[src/rtl/digital_input_frequency_reporter_core_defines.svh]
// ----------------------------------------------------------------------------
// Digital input frequency reporter assertion macros
// Shared macros for the concurrent checks of the reporter core.
// ----------------------------------------------------------------------------
`ifndef DIGITAL_INPUT_FREQUENCY_REPORTER_CORE_DEFINES_SVH
`define DIGITAL_INPUT_FREQUENCY_REPORTER_CORE_DEFINES_SVH

// The consequent must hold in the same cycle as the antecedent.
`define DIFR_ASSERT_NOW(label, ante, cons, msg) \
  label: assert property (@(posedge clk_i) disable iff (!rst_ni) (ante) |-> (cons)) \
    else $error(msg);

// The consequent must hold in the cycle after the antecedent.
`define DIFR_ASSERT_NEXT(label, ante, cons, msg) \
  label: assert property (@(posedge clk_i) disable iff (!rst_ni) (ante) |=> (cons)) \
    else $error(msg);

`endif

[src/rtl/difr_pkg.sv]
// ----------------------------------------------------------------------------
// Digital input frequency reporter package
// Widths, constants, command codes and control structs shared by the core.
// ----------------------------------------------------------------------------
`timescale 1ns / 1ps

package difr_pkg;

  localparam int NUM_INPUTS          = 20;
  localparam int TICKS_PER_WINDOW    = 1000;
  localparam int REPORT_PERIOD_TICKS = 100;
  localparam int THR_PHASES          = 5;

  localparam int IDX_W     = $clog2(NUM_INPUTS);
  localparam int CHAN_W    = 5;
  localparam int PAYLOAD_W = 20;
  localparam int CNT_W     = 10;
  localparam int WIN_W     = 10;
  localparam int TIMER_W   = 7;
  localparam int THR_W     = 3;
  localparam int CMD_W     = 2;

  localparam logic [CNT_W-1:0] COUNT_MAX = '1;

  localparam logic [CMD_W-1:0] CMD_SAMPLE = 2'd0;
  localparam logic [CMD_W-1:0] CMD_REPORT = 2'd1;
  localparam logic [CMD_W-1:0] CMD_NOW    = 2'd2;

  localparam logic KIND_BITMASK   = 1'b0;
  localparam logic KIND_FREQUENCY = 1'b1;

  typedef struct packed {
    logic             sample;
    logic             report;
    logic             now;
    logic             scan;
    logic [IDX_W-1:0] idx;
    logic             mask_chk;
    logic             flush;
  } difr_cmd_t;

  typedef struct packed {
    logic timer_due;
    logic pend_valid;
    logic out_free;
  } difr_sts_t;

endpackage

[src/rtl/digital_input_frequency_reporter_core.sv]
// ----------------------------------------------------------------------------
// Digital input frequency reporter core
// Counts edges on frequency inputs, reports latched counts and the digital
// bitmask of the remaining inputs as a stream of messages.
//
//   Channel   Direction  Handshake              Beat contents
//   in        sink       in_valid_i/in_ready_o  cmd_i, pin_levels_i
//   out       source     out_valid_o/out_ready_i message_kind_o, channel_o,
//                                                payload_o, last_of_run_o
//   cfg       sink       cfg_we_i               cfg_wdata_i (frequency mask)
//
// A sample tick or an unused command leaves the controller idle. Report-now
// runs the flush state. A report tick runs the mask and flush states, after
// the scan state when counts are due, which walks the 20 latched counts one
// per cycle while the output is free. Reset clears all but the message data.
// ----------------------------------------------------------------------------
`timescale 1ns / 1ps
`include "digital_input_frequency_reporter_core_defines.svh"

module digital_input_frequency_reporter_core (
  input  logic                             clk_i,
  input  logic                             rst_ni,
  input  logic                             cfg_we_i,
  input  logic [difr_pkg::NUM_INPUTS-1:0]  cfg_wdata_i,
  input  logic                             in_valid_i,
  output logic                             in_ready_o,
  input  logic [difr_pkg::CMD_W-1:0]       cmd_i,
  input  logic [difr_pkg::NUM_INPUTS-1:0]  pin_levels_i,
  output logic                             out_valid_o,
  input  logic                             out_ready_i,
  output logic                             message_kind_o,
  output logic [difr_pkg::CHAN_W-1:0]      channel_o,
  output logic [difr_pkg::PAYLOAD_W-1:0]   payload_o,
  output logic                             last_of_run_o
);

  difr_pkg::difr_cmd_t cmd;
  difr_pkg::difr_sts_t sts;

  difr_ctrl u_ctrl (
    .clk_i      (clk_i),
    .rst_ni     (rst_ni),
    .in_valid_i (in_valid_i),
    .in_ready_o (in_ready_o),
    .cmd_i      (cmd_i),
    .sts_i      (sts),
    .cmd_o      (cmd)
  );

  difr_datapath u_datapath (
    .clk_i          (clk_i),
    .rst_ni         (rst_ni),
    .cfg_we_i       (cfg_we_i),
    .cfg_wdata_i    (cfg_wdata_i),
    .pin_levels_i   (pin_levels_i),
    .cmd_i          (cmd),
    .sts_o          (sts),
    .out_valid_o    (out_valid_o),
    .out_ready_i    (out_ready_i),
    .message_kind_o (message_kind_o),
    .channel_o      (channel_o),
    .payload_o      (payload_o),
    .last_of_run_o  (last_of_run_o)
  );

  `DIFR_ASSERT_NOW(a_idle_no_pending, in_ready_o, !sts.pend_valid, "pending message while idle")
  `DIFR_ASSERT_NEXT(a_report_busy, in_valid_i && in_ready_o && (cmd_i == difr_pkg::CMD_REPORT), !in_ready_o, "report tick did not occupy the core")
  `DIFR_ASSERT_NOW(a_freq_channel, out_valid_o && message_kind_o, channel_o < difr_pkg::CHAN_W'(difr_pkg::NUM_INPUTS), "frequency message channel out of range")
  `DIFR_ASSERT_NOW(a_mask_channel, out_valid_o && !message_kind_o, channel_o == '0, "bitmask message with nonzero channel")

endmodule

[src/rtl/difr_ctrl.sv]
// ----------------------------------------------------------------------------
// Digital input frequency reporter controller
// Sequences sample, report and report-now commands for the datapath.
// ----------------------------------------------------------------------------
`timescale 1ns / 1ps

module difr_ctrl (
  input  logic                       clk_i,
  input  logic                       rst_ni,
  input  logic                       in_valid_i,
  output logic                       in_ready_o,
  input  logic [difr_pkg::CMD_W-1:0] cmd_i,
  input  difr_pkg::difr_sts_t        sts_i,
  output difr_pkg::difr_cmd_t        cmd_o
);

  localparam logic [1:0] ST_IDLE  = 2'd0;
  localparam logic [1:0] ST_SCAN  = 2'd1;
  localparam logic [1:0] ST_MASK  = 2'd2;
  localparam logic [1:0] ST_FLUSH = 2'd3;

  logic [1:0]                 state_q, state_d;
  logic [difr_pkg::IDX_W-1:0] idx_q, idx_d;
  logic                       accept;

  assign in_ready_o = (state_q == ST_IDLE);
  assign accept     = in_valid_i && in_ready_o;

  always_comb begin
    state_d = state_q;
    idx_d   = idx_q;
    cmd_o   = '0;
    cmd_o.idx = idx_q;
    unique case (state_q)
      ST_IDLE: begin
        if (accept) begin
          unique case (cmd_i)
            difr_pkg::CMD_SAMPLE: begin
              cmd_o.sample = 1'b1;
            end
            difr_pkg::CMD_REPORT: begin
              cmd_o.report = 1'b1;
              idx_d        = '0;
              state_d      = sts_i.timer_due ? ST_SCAN : ST_MASK;
            end
            difr_pkg::CMD_NOW: begin
              cmd_o.now = 1'b1;
              state_d   = ST_FLUSH;
            end
            default: begin
            end
          endcase
        end
      end
      ST_SCAN: begin
        if (sts_i.out_free) begin
          cmd_o.scan = 1'b1;
          if (idx_q == difr_pkg::IDX_W'(difr_pkg::NUM_INPUTS - 1)) begin
            state_d = ST_MASK;
          end else begin
            idx_d = idx_q + 1'b1;
          end
        end
      end
      ST_MASK: begin
        if (sts_i.out_free) begin
          cmd_o.mask_chk = 1'b1;
          state_d        = ST_FLUSH;
        end
      end
      ST_FLUSH: begin
        if (sts_i.out_free) begin
          cmd_o.flush = 1'b1;
          state_d     = ST_IDLE;
        end
      end
      default: begin
        state_d = ST_IDLE;
      end
    endcase
  end

  always_ff @(posedge clk_i or negedge rst_ni) begin
    if (!rst_ni) begin
      state_q <= ST_IDLE;
      idx_q   <= '0;
    end else begin
      state_q <= state_d;
      idx_q   <= idx_d;
    end
  end

endmodule

[src/rtl/difr_datapath.sv]
// ----------------------------------------------------------------------------
// Digital input frequency reporter datapath
// Edge counters, window latches, bitmask tracking and the message registers.
// ----------------------------------------------------------------------------
`timescale 1ns / 1ps

module difr_datapath (
  input  logic                                clk_i,
  input  logic                                rst_ni,
  input  logic                                cfg_we_i,
  input  logic [difr_pkg::NUM_INPUTS-1:0]     cfg_wdata_i,
  input  logic [difr_pkg::NUM_INPUTS-1:0]     pin_levels_i,
  input  difr_pkg::difr_cmd_t                 cmd_i,
  output difr_pkg::difr_sts_t                 sts_o,
  output logic                                out_valid_o,
  input  logic                                out_ready_i,
  output logic                                message_kind_o,
  output logic [difr_pkg::CHAN_W-1:0]         channel_o,
  output logic [difr_pkg::PAYLOAD_W-1:0]      payload_o,
  output logic                                last_of_run_o
);

  logic [difr_pkg::NUM_INPUTS-1:0] mask_q;
  logic [difr_pkg::NUM_INPUTS-1:0] prev_q, prev_d;
  logic [difr_pkg::CNT_W-1:0]      edge_q [difr_pkg::NUM_INPUTS];
  logic [difr_pkg::CNT_W-1:0]      edge_d [difr_pkg::NUM_INPUTS];
  logic [difr_pkg::CNT_W-1:0]      latch_q [difr_pkg::NUM_INPUTS];
  logic [difr_pkg::CNT_W-1:0]      latch_d [difr_pkg::NUM_INPUTS];
  logic [difr_pkg::NUM_INPUTS-1:0] zrep_q, zrep_d;
  logic [difr_pkg::WIN_W-1:0]      win_q, win_d;
  logic [difr_pkg::NUM_INPUTS-1:0] cur_q, cur_d;
  logic [difr_pkg::NUM_INPUTS-1:0] sent_q, sent_d;
  logic [difr_pkg::TIMER_W-1:0]    timer_q, timer_d;
  logic [difr_pkg::THR_W-1:0]      thr_q, thr_d;

  logic                            pend_valid_q, pend_valid_d;
  logic                            pend_kind_q, pend_kind_d;
  logic [difr_pkg::CHAN_W-1:0]     pend_chan_q, pend_chan_d;
  logic [difr_pkg::PAYLOAD_W-1:0]  pend_payload_q, pend_payload_d;

  logic                            out_valid_q, out_valid_d;
  logic                            out_load;
  logic                            out_last;
  logic                            out_kind_q;
  logic [difr_pkg::CHAN_W-1:0]     out_chan_q;
  logic [difr_pkg::PAYLOAD_W-1:0]  out_payload_q;
  logic                            out_last_q;

  logic                            gen_valid;
  logic                            gen_kind;
  logic [difr_pkg::CHAN_W-1:0]     gen_chan;
  logic [difr_pkg::PAYLOAD_W-1:0]  gen_payload;
  logic [difr_pkg::CNT_W-1:0]      sel_latch;
  logic [difr_pkg::NUM_INPUTS-1:0] digital_bits;
  logic                            timer_due;
  logic                            out_free;

  assign digital_bits = pin_levels_i & ~mask_q;
  assign timer_due    = (timer_q >= difr_pkg::TIMER_W'(difr_pkg::REPORT_PERIOD_TICKS));
  assign out_free     = !out_valid_q || out_ready_i;
  assign sel_latch    = latch_q[cmd_i.idx];

  // Sample: per-pin edge counts, window latching, bitmask; report-now: bitmask.
  always_comb begin
    logic toggle;
    logic [difr_pkg::CNT_W-1:0] cnt;
    toggle  = 1'b0;
    cnt     = '0;
    prev_d  = prev_q;
    cur_d   = cur_q;
    win_d   = win_q;
    edge_d  = edge_q;
    latch_d = latch_q;
    if (cmd_i.sample) begin
      for (int i = 0; i < difr_pkg::NUM_INPUTS; i++) begin
        toggle = mask_q[i] && (pin_levels_i[i] != prev_q[i]);
        cnt    = edge_q[i];
        if (toggle && (cnt != difr_pkg::COUNT_MAX)) begin
          cnt = cnt + 1'b1;
        end
        if (mask_q[i]) begin
          prev_d[i] = pin_levels_i[i];
        end
        if (win_q == '0) begin
          latch_d[i] = cnt;
          edge_d[i]  = '0;
        end else begin
          edge_d[i]  = cnt;
        end
      end
      cur_d = digital_bits;
      if (win_q == difr_pkg::WIN_W'(difr_pkg::TICKS_PER_WINDOW - 1)) begin
        win_d = '0;
      end else begin
        win_d = win_q + 1'b1;
      end
    end
    if (cmd_i.now) begin
      cur_d = digital_bits;
    end
  end

  // Report tick and report-now message generation.
  always_comb begin
    timer_d     = timer_q;
    thr_d       = thr_q;
    zrep_d      = zrep_q;
    sent_d      = sent_q;
    gen_valid   = 1'b0;
    gen_kind    = difr_pkg::KIND_BITMASK;
    gen_chan    = '0;
    gen_payload = '0;
    if (cmd_i.report) begin
      timer_d = timer_due ? difr_pkg::TIMER_W'(1) : timer_q + 1'b1;
    end
    if (cmd_i.now) begin
      gen_valid   = 1'b1;
      gen_payload = difr_pkg::PAYLOAD_W'(digital_bits);
    end
    if (cmd_i.scan && mask_q[cmd_i.idx]) begin
      gen_kind    = difr_pkg::KIND_FREQUENCY;
      gen_chan    = difr_pkg::CHAN_W'(cmd_i.idx);
      gen_payload = difr_pkg::PAYLOAD_W'(sel_latch);
      if (sel_latch != '0) begin
        gen_valid              = 1'b1;
        zrep_d[cmd_i.idx]      = 1'b0;
      end else if (!zrep_q[cmd_i.idx]) begin
        gen_valid              = 1'b1;
        zrep_d[cmd_i.idx]      = 1'b1;
      end
    end
    if (cmd_i.mask_chk) begin
      if ((thr_q == '0) && (sent_q != cur_q)) begin
        gen_valid   = 1'b1;
        gen_payload = difr_pkg::PAYLOAD_W'(cur_q);
        sent_d      = cur_q;
      end
      if (thr_q == difr_pkg::THR_W'(difr_pkg::THR_PHASES - 1)) begin
        thr_d = '0;
      end else begin
        thr_d = thr_q + 1'b1;
      end
    end
  end

  // A message waits in the pending stage until the next one shows whether it
  // is the last of its run.
  always_comb begin
    pend_valid_d   = pend_valid_q;
    pend_kind_d    = pend_kind_q;
    pend_chan_d    = pend_chan_q;
    pend_payload_d = pend_payload_q;
    out_load       = 1'b0;
    out_last       = 1'b0;
    if (gen_valid) begin
      out_load       = pend_valid_q;
      pend_valid_d   = 1'b1;
      pend_kind_d    = gen_kind;
      pend_chan_d    = gen_chan;
      pend_payload_d = gen_payload;
    end else if (cmd_i.flush) begin
      out_load     = pend_valid_q;
      out_last     = 1'b1;
      pend_valid_d = 1'b0;
    end
    out_valid_d = out_load || (out_valid_q && !out_ready_i);
  end

  always_ff @(posedge clk_i or negedge rst_ni) begin
    if (!rst_ni) begin
      mask_q       <= '0;
      prev_q       <= '0;
      zrep_q       <= '0;
      win_q        <= '0;
      cur_q        <= '0;
      sent_q       <= '0;
      timer_q      <= '0;
      thr_q        <= '0;
      pend_valid_q <= 1'b0;
      out_valid_q  <= 1'b0;
      for (int i = 0; i < difr_pkg::NUM_INPUTS; i++) begin
        edge_q[i]  <= '0;
        latch_q[i] <= '0;
      end
    end else begin
      if (cfg_we_i) begin
        mask_q <= cfg_wdata_i;
      end
      prev_q       <= prev_d;
      zrep_q       <= zrep_d;
      win_q        <= win_d;
      cur_q        <= cur_d;
      sent_q       <= sent_d;
      timer_q      <= timer_d;
      thr_q        <= thr_d;
      pend_valid_q <= pend_valid_d;
      out_valid_q  <= out_valid_d;
      edge_q       <= edge_d;
      latch_q      <= latch_d;
    end
  end

  always_ff @(posedge clk_i) begin
    pend_kind_q    <= pend_kind_d;
    pend_chan_q    <= pend_chan_d;
    pend_payload_q <= pend_payload_d;
    if (out_load) begin
      out_kind_q    <= pend_kind_q;
      out_chan_q    <= pend_chan_q;
      out_payload_q <= pend_payload_q;
      out_last_q    <= out_last;
    end
  end

  assign sts_o.timer_due  = timer_due;
  assign sts_o.pend_valid = pend_valid_q;
  assign sts_o.out_free   = out_free;

  assign out_valid_o    = out_valid_q;
  assign message_kind_o = out_kind_q;
  assign channel_o      = out_chan_q;
  assign payload_o      = out_payload_q;
  assign last_of_run_o  = out_last_q;

endmodule
[config.mk]
export PLATFORM = sky130hd
export DESIGN_NAME = digital_input_frequency_reporter_core
export DESIGN_NICKNAME = d
export VERILOG_FILES = /design/src/rtl/difr_pkg.sv /design/src/rtl/digital_input_frequency_reporter_core.sv /design/src/rtl/difr_ctrl.sv /design/src/rtl/difr_datapath.sv
export VERILOG_INCLUDE_DIRS = /design/src /design/src/rtl
export SDC_FILE = /design/constraint.sdc
export NUM_CORES = 1
export LEC_CHECK = 0
export ABC_CLOCK_PERIOD_IN_PS = 7600
export BUFFER_PORTS_ARGS = -buffer_cell sky130_fd_sc_hd__buf_4
export CORE_MARGIN = 2
export CORE_UTILIZATION = 35
export CTS_CLUSTER_DIAMETER = 30
export DETAILED_ROUTE_END_ITERATION = 6
export SLEW_MARGIN = 0
export SYNTH_ARGS = -nofsm -noshare
export SYNTH_HDL_FRONTEND = slang
export SYNTH_SLANG_ARGS = --single-unit
[constraint.sdc]
create_clock -name clk_i -period 7.6 [get_ports clk_i]
set_input_delay 2.28 -clock clk_i [delete_from_list [all_inputs] [get_ports clk_i]]
set_output_delay 2.28 -clock clk_i [all_outputs]
set_load 0.1 [all_outputs]
==> metrics.md <==
| Metric | Value |
|---|---|
| Initial antenna violation count | 2 |
| Root buf cell | clkbuf_16 |
| Vias in the first global route | 22300 |
| # fillers | 8129 |
| Vias | 23000 |
| Top Family by Delay on Critical Path | simple AND/OR/NAND/NOR gates |
| Critical register-to-register path startpoint | u_ctrl.idx_q[0]$_DFFE_PN0P_ |
| Minimum clock period | 4.68 ns |
| Met2 global-route usage | 27.6% |
| Pleak | 14.8 nW |
| Hold_sp | u_datapath.pend_payload_q[14]$_DFFE_PP_ |
| Core Rows | 107 |
| Syn_area_per_cell | 9.82 µm² |
| Area Growth Syn to Fin | 20.9% |
| Die ar. | 0.0882 mm² |
| Multi-input gate area | 0.0141 mm² |
| ANT cells | 0 |
| Grt total ovfl | 0 |
| WHS | 0.416 ns |
| Die width | 297 µm |
| RePlAce Congestion | 0.852 |
| Clk sink count | 582 |
| CP Launch Type | flip-flop |
| Final HPWL DP | 51800 µm |
| Synth async-reset ratio | 90.9% |
| Largest net degree at the start of global routing | 176 |
| Initial DRC Count | 1701 |
| Max incr delay on CP | 0.99 ns |
| Grt met3 use | 3.66% |
| Critical path cell sequence | buf_4 > clkinv_1 > and3_1 > o21ai_0 > nand3_1 > nor3_2 > a31o_2 > nand2_1 |
| Hold Path Depth | 0 |
| Unique masters post-synth | 77 |
| # setup viols final | 0 |
| Final Cycle Share | 61.5% |
| YS warnings | 0 |
| Area of the mapped netlist | 0.0300 mm² |
| Post-Syn Instances | 3059 |
| Starting Density | 35.3% |
| Peak VDD IR | 324 µV |
| GRT Util Overall | 18.4% |
| Core Footprint | 0.0851 mm² |
| Slew Limit Headroom | 18.7% |
| Top Usage Layer GRT | met2 |
| Least-Margin Pin Slew | 1.22 ns |
| EDFF count, synth | 53 |
| RSZ-0062 raised after global routing | false |
| Setup Total Neg Slack | 0 ns |
| Setup Skew | 0.0293 ns |
| Synth Register Bits | 582 |
| Crit Path Class | flip-flop to flip-flop |
| Crit Path Max Fanout | 26 |
| Buffer depth of the longest clock path | 3 |
| CTS tree | built |
| Register area | 0.0148 mm² |
| CP max-delay cell | dfrtp_2 |
| Die H | 297 µm |
| Drt pass-1 iters | 7 |
| Flop-to-flop setup slack | 2.92 ns |
| Num CTS Buffers | 139 |
| Ports | 76 |
| H-tree levels | 4 |
| IO Port Bufs | 75 |
| Share of cells above drive strength 1 | 14.2% |
| DRC | 0 |
| WL/cell | 18.5 µm |
| Final hold violation count | 0 |
| Critical Path End Type | flip-flop |
| Slew Viols, Final | 0 |
| Post-synth net total | 3144 |
| Worst EP required | 7.79 ns |
| # Max-Cap Violations | 0 |
| CP Buf/Inv Count | 2 |
| RR Endpoint | u_datapath.pend_payload_q[11]$_DFFE_PP_ |
| Max Clock Freq | 0.214 GHz |
| First-pass GRT wire length | 130000 µm |
| Clk Latency, worst-skew pair | 0.71 ns |
| WP data arrival | 4.87 ns |
| Met1 Resource Use GR | 26.5% |
| CTS clk-pin slew, worst paths | 0.05 ns |
| DR vias/cell | 5.28 |
| Power per Cell Area | 370 mW/mm² |
| Seq/Total Area, Yosys | 49.4% |
| Main synth FF type | dfrtp_1 |
| Layout net count | 3189 |
| Status | complete, no violations |
| Cts hold-fix bufs | 0 |
| Routed Antenna Nets | 0 |
| R2R cell count | 8 |
| Post-cts resize count | 0 |
| Worst hold path class | flip-flop to flip-flop |
| WHS Endpoint | u_datapath.payload_o[14]$_DFFE_PP_ |
| Wirelength, routed | 80700 µm |
| Post-CTS Repair Setup Buffers | 0 |
==> stage by stage <==
step	setup WS [ns]	instance area (µm²)	std cells	total power, W	utilization (%)
3_5_place_dp	2.62	31300	4107	0.00721	36.8
5_1_grt	2.59	36300	4359	0.0140	42.6
2_1_floorplan	2.32	30000	3059	0.00640	-
6_report	2.92	36300	4359	0.0134	42.6
3_3_place_gp	2.67	31300	4107	0.00718	36.8
4_1_cts	2.93	36300	4359	0.0135	42.6
==> report_power, final <==
group	internal, W	total (W)	switching, W	leakage, nW
clock network	0.00435	0.00625	0.00191	2.45
registers	0.00370	0.00414	0.000444	7.72
logic	0.000951	0.00303	0.00208	4.59
total	0.00900	0.0134	0.00443	14.8
==> cells in the mapped netlist (7+ instances only) <==
cell type | n | share of area (%)
nand2_1 | 570 | 7.1
o21ai_0 | 538 | 9.0
dfrtp_1 | 529 | 44
clkbuf_1 | 143 | 1.8
xnor2_1 | 124 | 3.6
xor2_1 | 95 | 2.8
mux2i_1 | 92 | 3.1
nand3_1 | 78 | 1.3
nor2_1 | 78 | 0.97
o31ai_1 | 67 | 1.7
a21oi_1 | 58 | 0.97
and3_1 | 56 | 1.2
edfxtp_1 | 53 | 5.3
mux2_2 | 52 | 1.9
a31oi_1 | 47 | 0.98
inv_1 | 47 | 0.59
ha_1 | 38 | 1.6
nand4_1 | 33 | 0.69
and4_1 | 28 | 0.82
mux4_2 | 26 | 1.9
nand2b_1 | 24 | 0.50
nor2b_1 | 21 | 0.44
a32o_1 | 20 | 0.67
a41oi_1 | 19 | 0.55
and2_1 | 19 | 0.40
nor3_1 | 18 | 0.30
clkbuf_8 | 15 | 0.69
a211oi_1 | 14 | 0.35
buf_6 | 14 | 0.52
buf_2 | 11 | 0.18
o22ai_1 | 11 | 0.23
mux4_1 | 9 | 0.79
o21ai_2 | 9 | 0.26
buf_1 | 8 | 0.10
o311a_1 | 8 | 0.27
a22oi_1 | 7 | 0.17
o21ai_1 | 7 | 0.12
o32ai_1 | 7 | 0.20
==> cell type report <==
cell class | count | share of cell area, %
inverters | 48 | 0.496
well taps | 1144 | 3.94
multi-input cells | 2234 | 38.8
clock inverters | 71 | 2.82
flip-flops and latches | 582 | 40.9
repair buffers | 99 | 2.17
clock buffers | 181 | 10.9
==> routing by layer <==
metal  wire length [µm]  vias to the layer above  part of all wire (%)
met4               2120                        2                   2.6
met1              38200                    11300                    47
met3               4380                      122                   5.4
met5                  9                        -                 0.011
met2              36000                      548                    45
li1                   -                    11000                     -
==> cell usage in the layout (no fill, tap or decap), drive strengths merged, types with 11 or more instances in the layout <==
cell / synthesis / routed
a41oi: 19 / 19
mux4: 35 / 35
inv: 47 / 59
mux2: 52 / 52
mux2i: 92 / 92
nor3: 19 / 19
nor2b: 21 / 21
nand3: 79 / 79
o22ai: 11 / 11
clkbuf: 158 / 181
bufinv: 0 / 20
xor2: 95 / 95
nand4: 33 / 33
a32o: 20 / 20
o31ai: 67 / 67
o21ai: 554 / 554
a21oi: 58 / 58
xnor2: 124 / 124
and2: 24 / 24
a211oi: 15 / 15
edfxtp: 53 / 53
a31oi: 47 / 47
nand2: 570 / 570
ha: 38 / 38
dfrtp: 529 / 529
and4: 29 / 29
nand2b: 24 / 24
nor2: 79 / 79
and3: 56 / 56
buf: 37 / 99
clkinv: 1 / 36
==> worst max path at each step <==
stage                                                    to  cells after the start                        start
floorplan                 u_datapath.channel_o[0]$_DFFE_PP_                      6                  out_ready_i
global placement        u_datapath.latch_q[179]$_DFFE_PN0P_                      8                     cmd_i[0]
detailed placement       u_datapath.latch_q[84]$_DFFE_PN0P_                      8                     cmd_i[0]
CTS                 u_datapath.pend_chan_q[0]$_SDFFCE_PP0P_                      8  u_ctrl.idx_q[0]$_DFFE_PN0P_
global route        u_datapath.pend_payload_q[13]$_DFFE_PP_                      8  u_ctrl.idx_q[0]$_DFFE_PN0P_
finish              u_datapath.pend_payload_q[11]$_DFFE_PP_                      8  u_ctrl.idx_q[0]$_DFFE_PN0P_
==> cell families (layout without fill, tap and decap cells) <==
group	after synthesis	count (layout)	synth area share, %
adder cells (fa/ha/maj)	38	38	1.58
buffers and inverters	243	399	4.01
AND/OR/NAND/NOR	961	961	14.6
multiplexers	179	179	7.75
AO/OA/AOI/OAI	837	837	16.3
XOR/XNOR	219	219	6.39
flip-flops	582	582	49.4
==> state kept, by name (all words and copies together), names as in the netlist, 3 cells and up, named ones only <==
signal	count
u_datapath.thr_q	3
u_datapath.timer_q	7
u_datapath.mask_q	20
u_datapath.cur_q	20
u_datapath.payload_o	20
u_datapath.channel_o	5
u_datapath.latch_q	200
u_datapath.sent_q	20
u_datapath.pend_chan_q	5
u_datapath.pend_payload_q	20
u_datapath.prev_q	20
u_datapath.win_q	10
u_ctrl.idx_q	5
u_datapath.edge_q	200
Note: power is estimated with default switching activity, not from simulation.
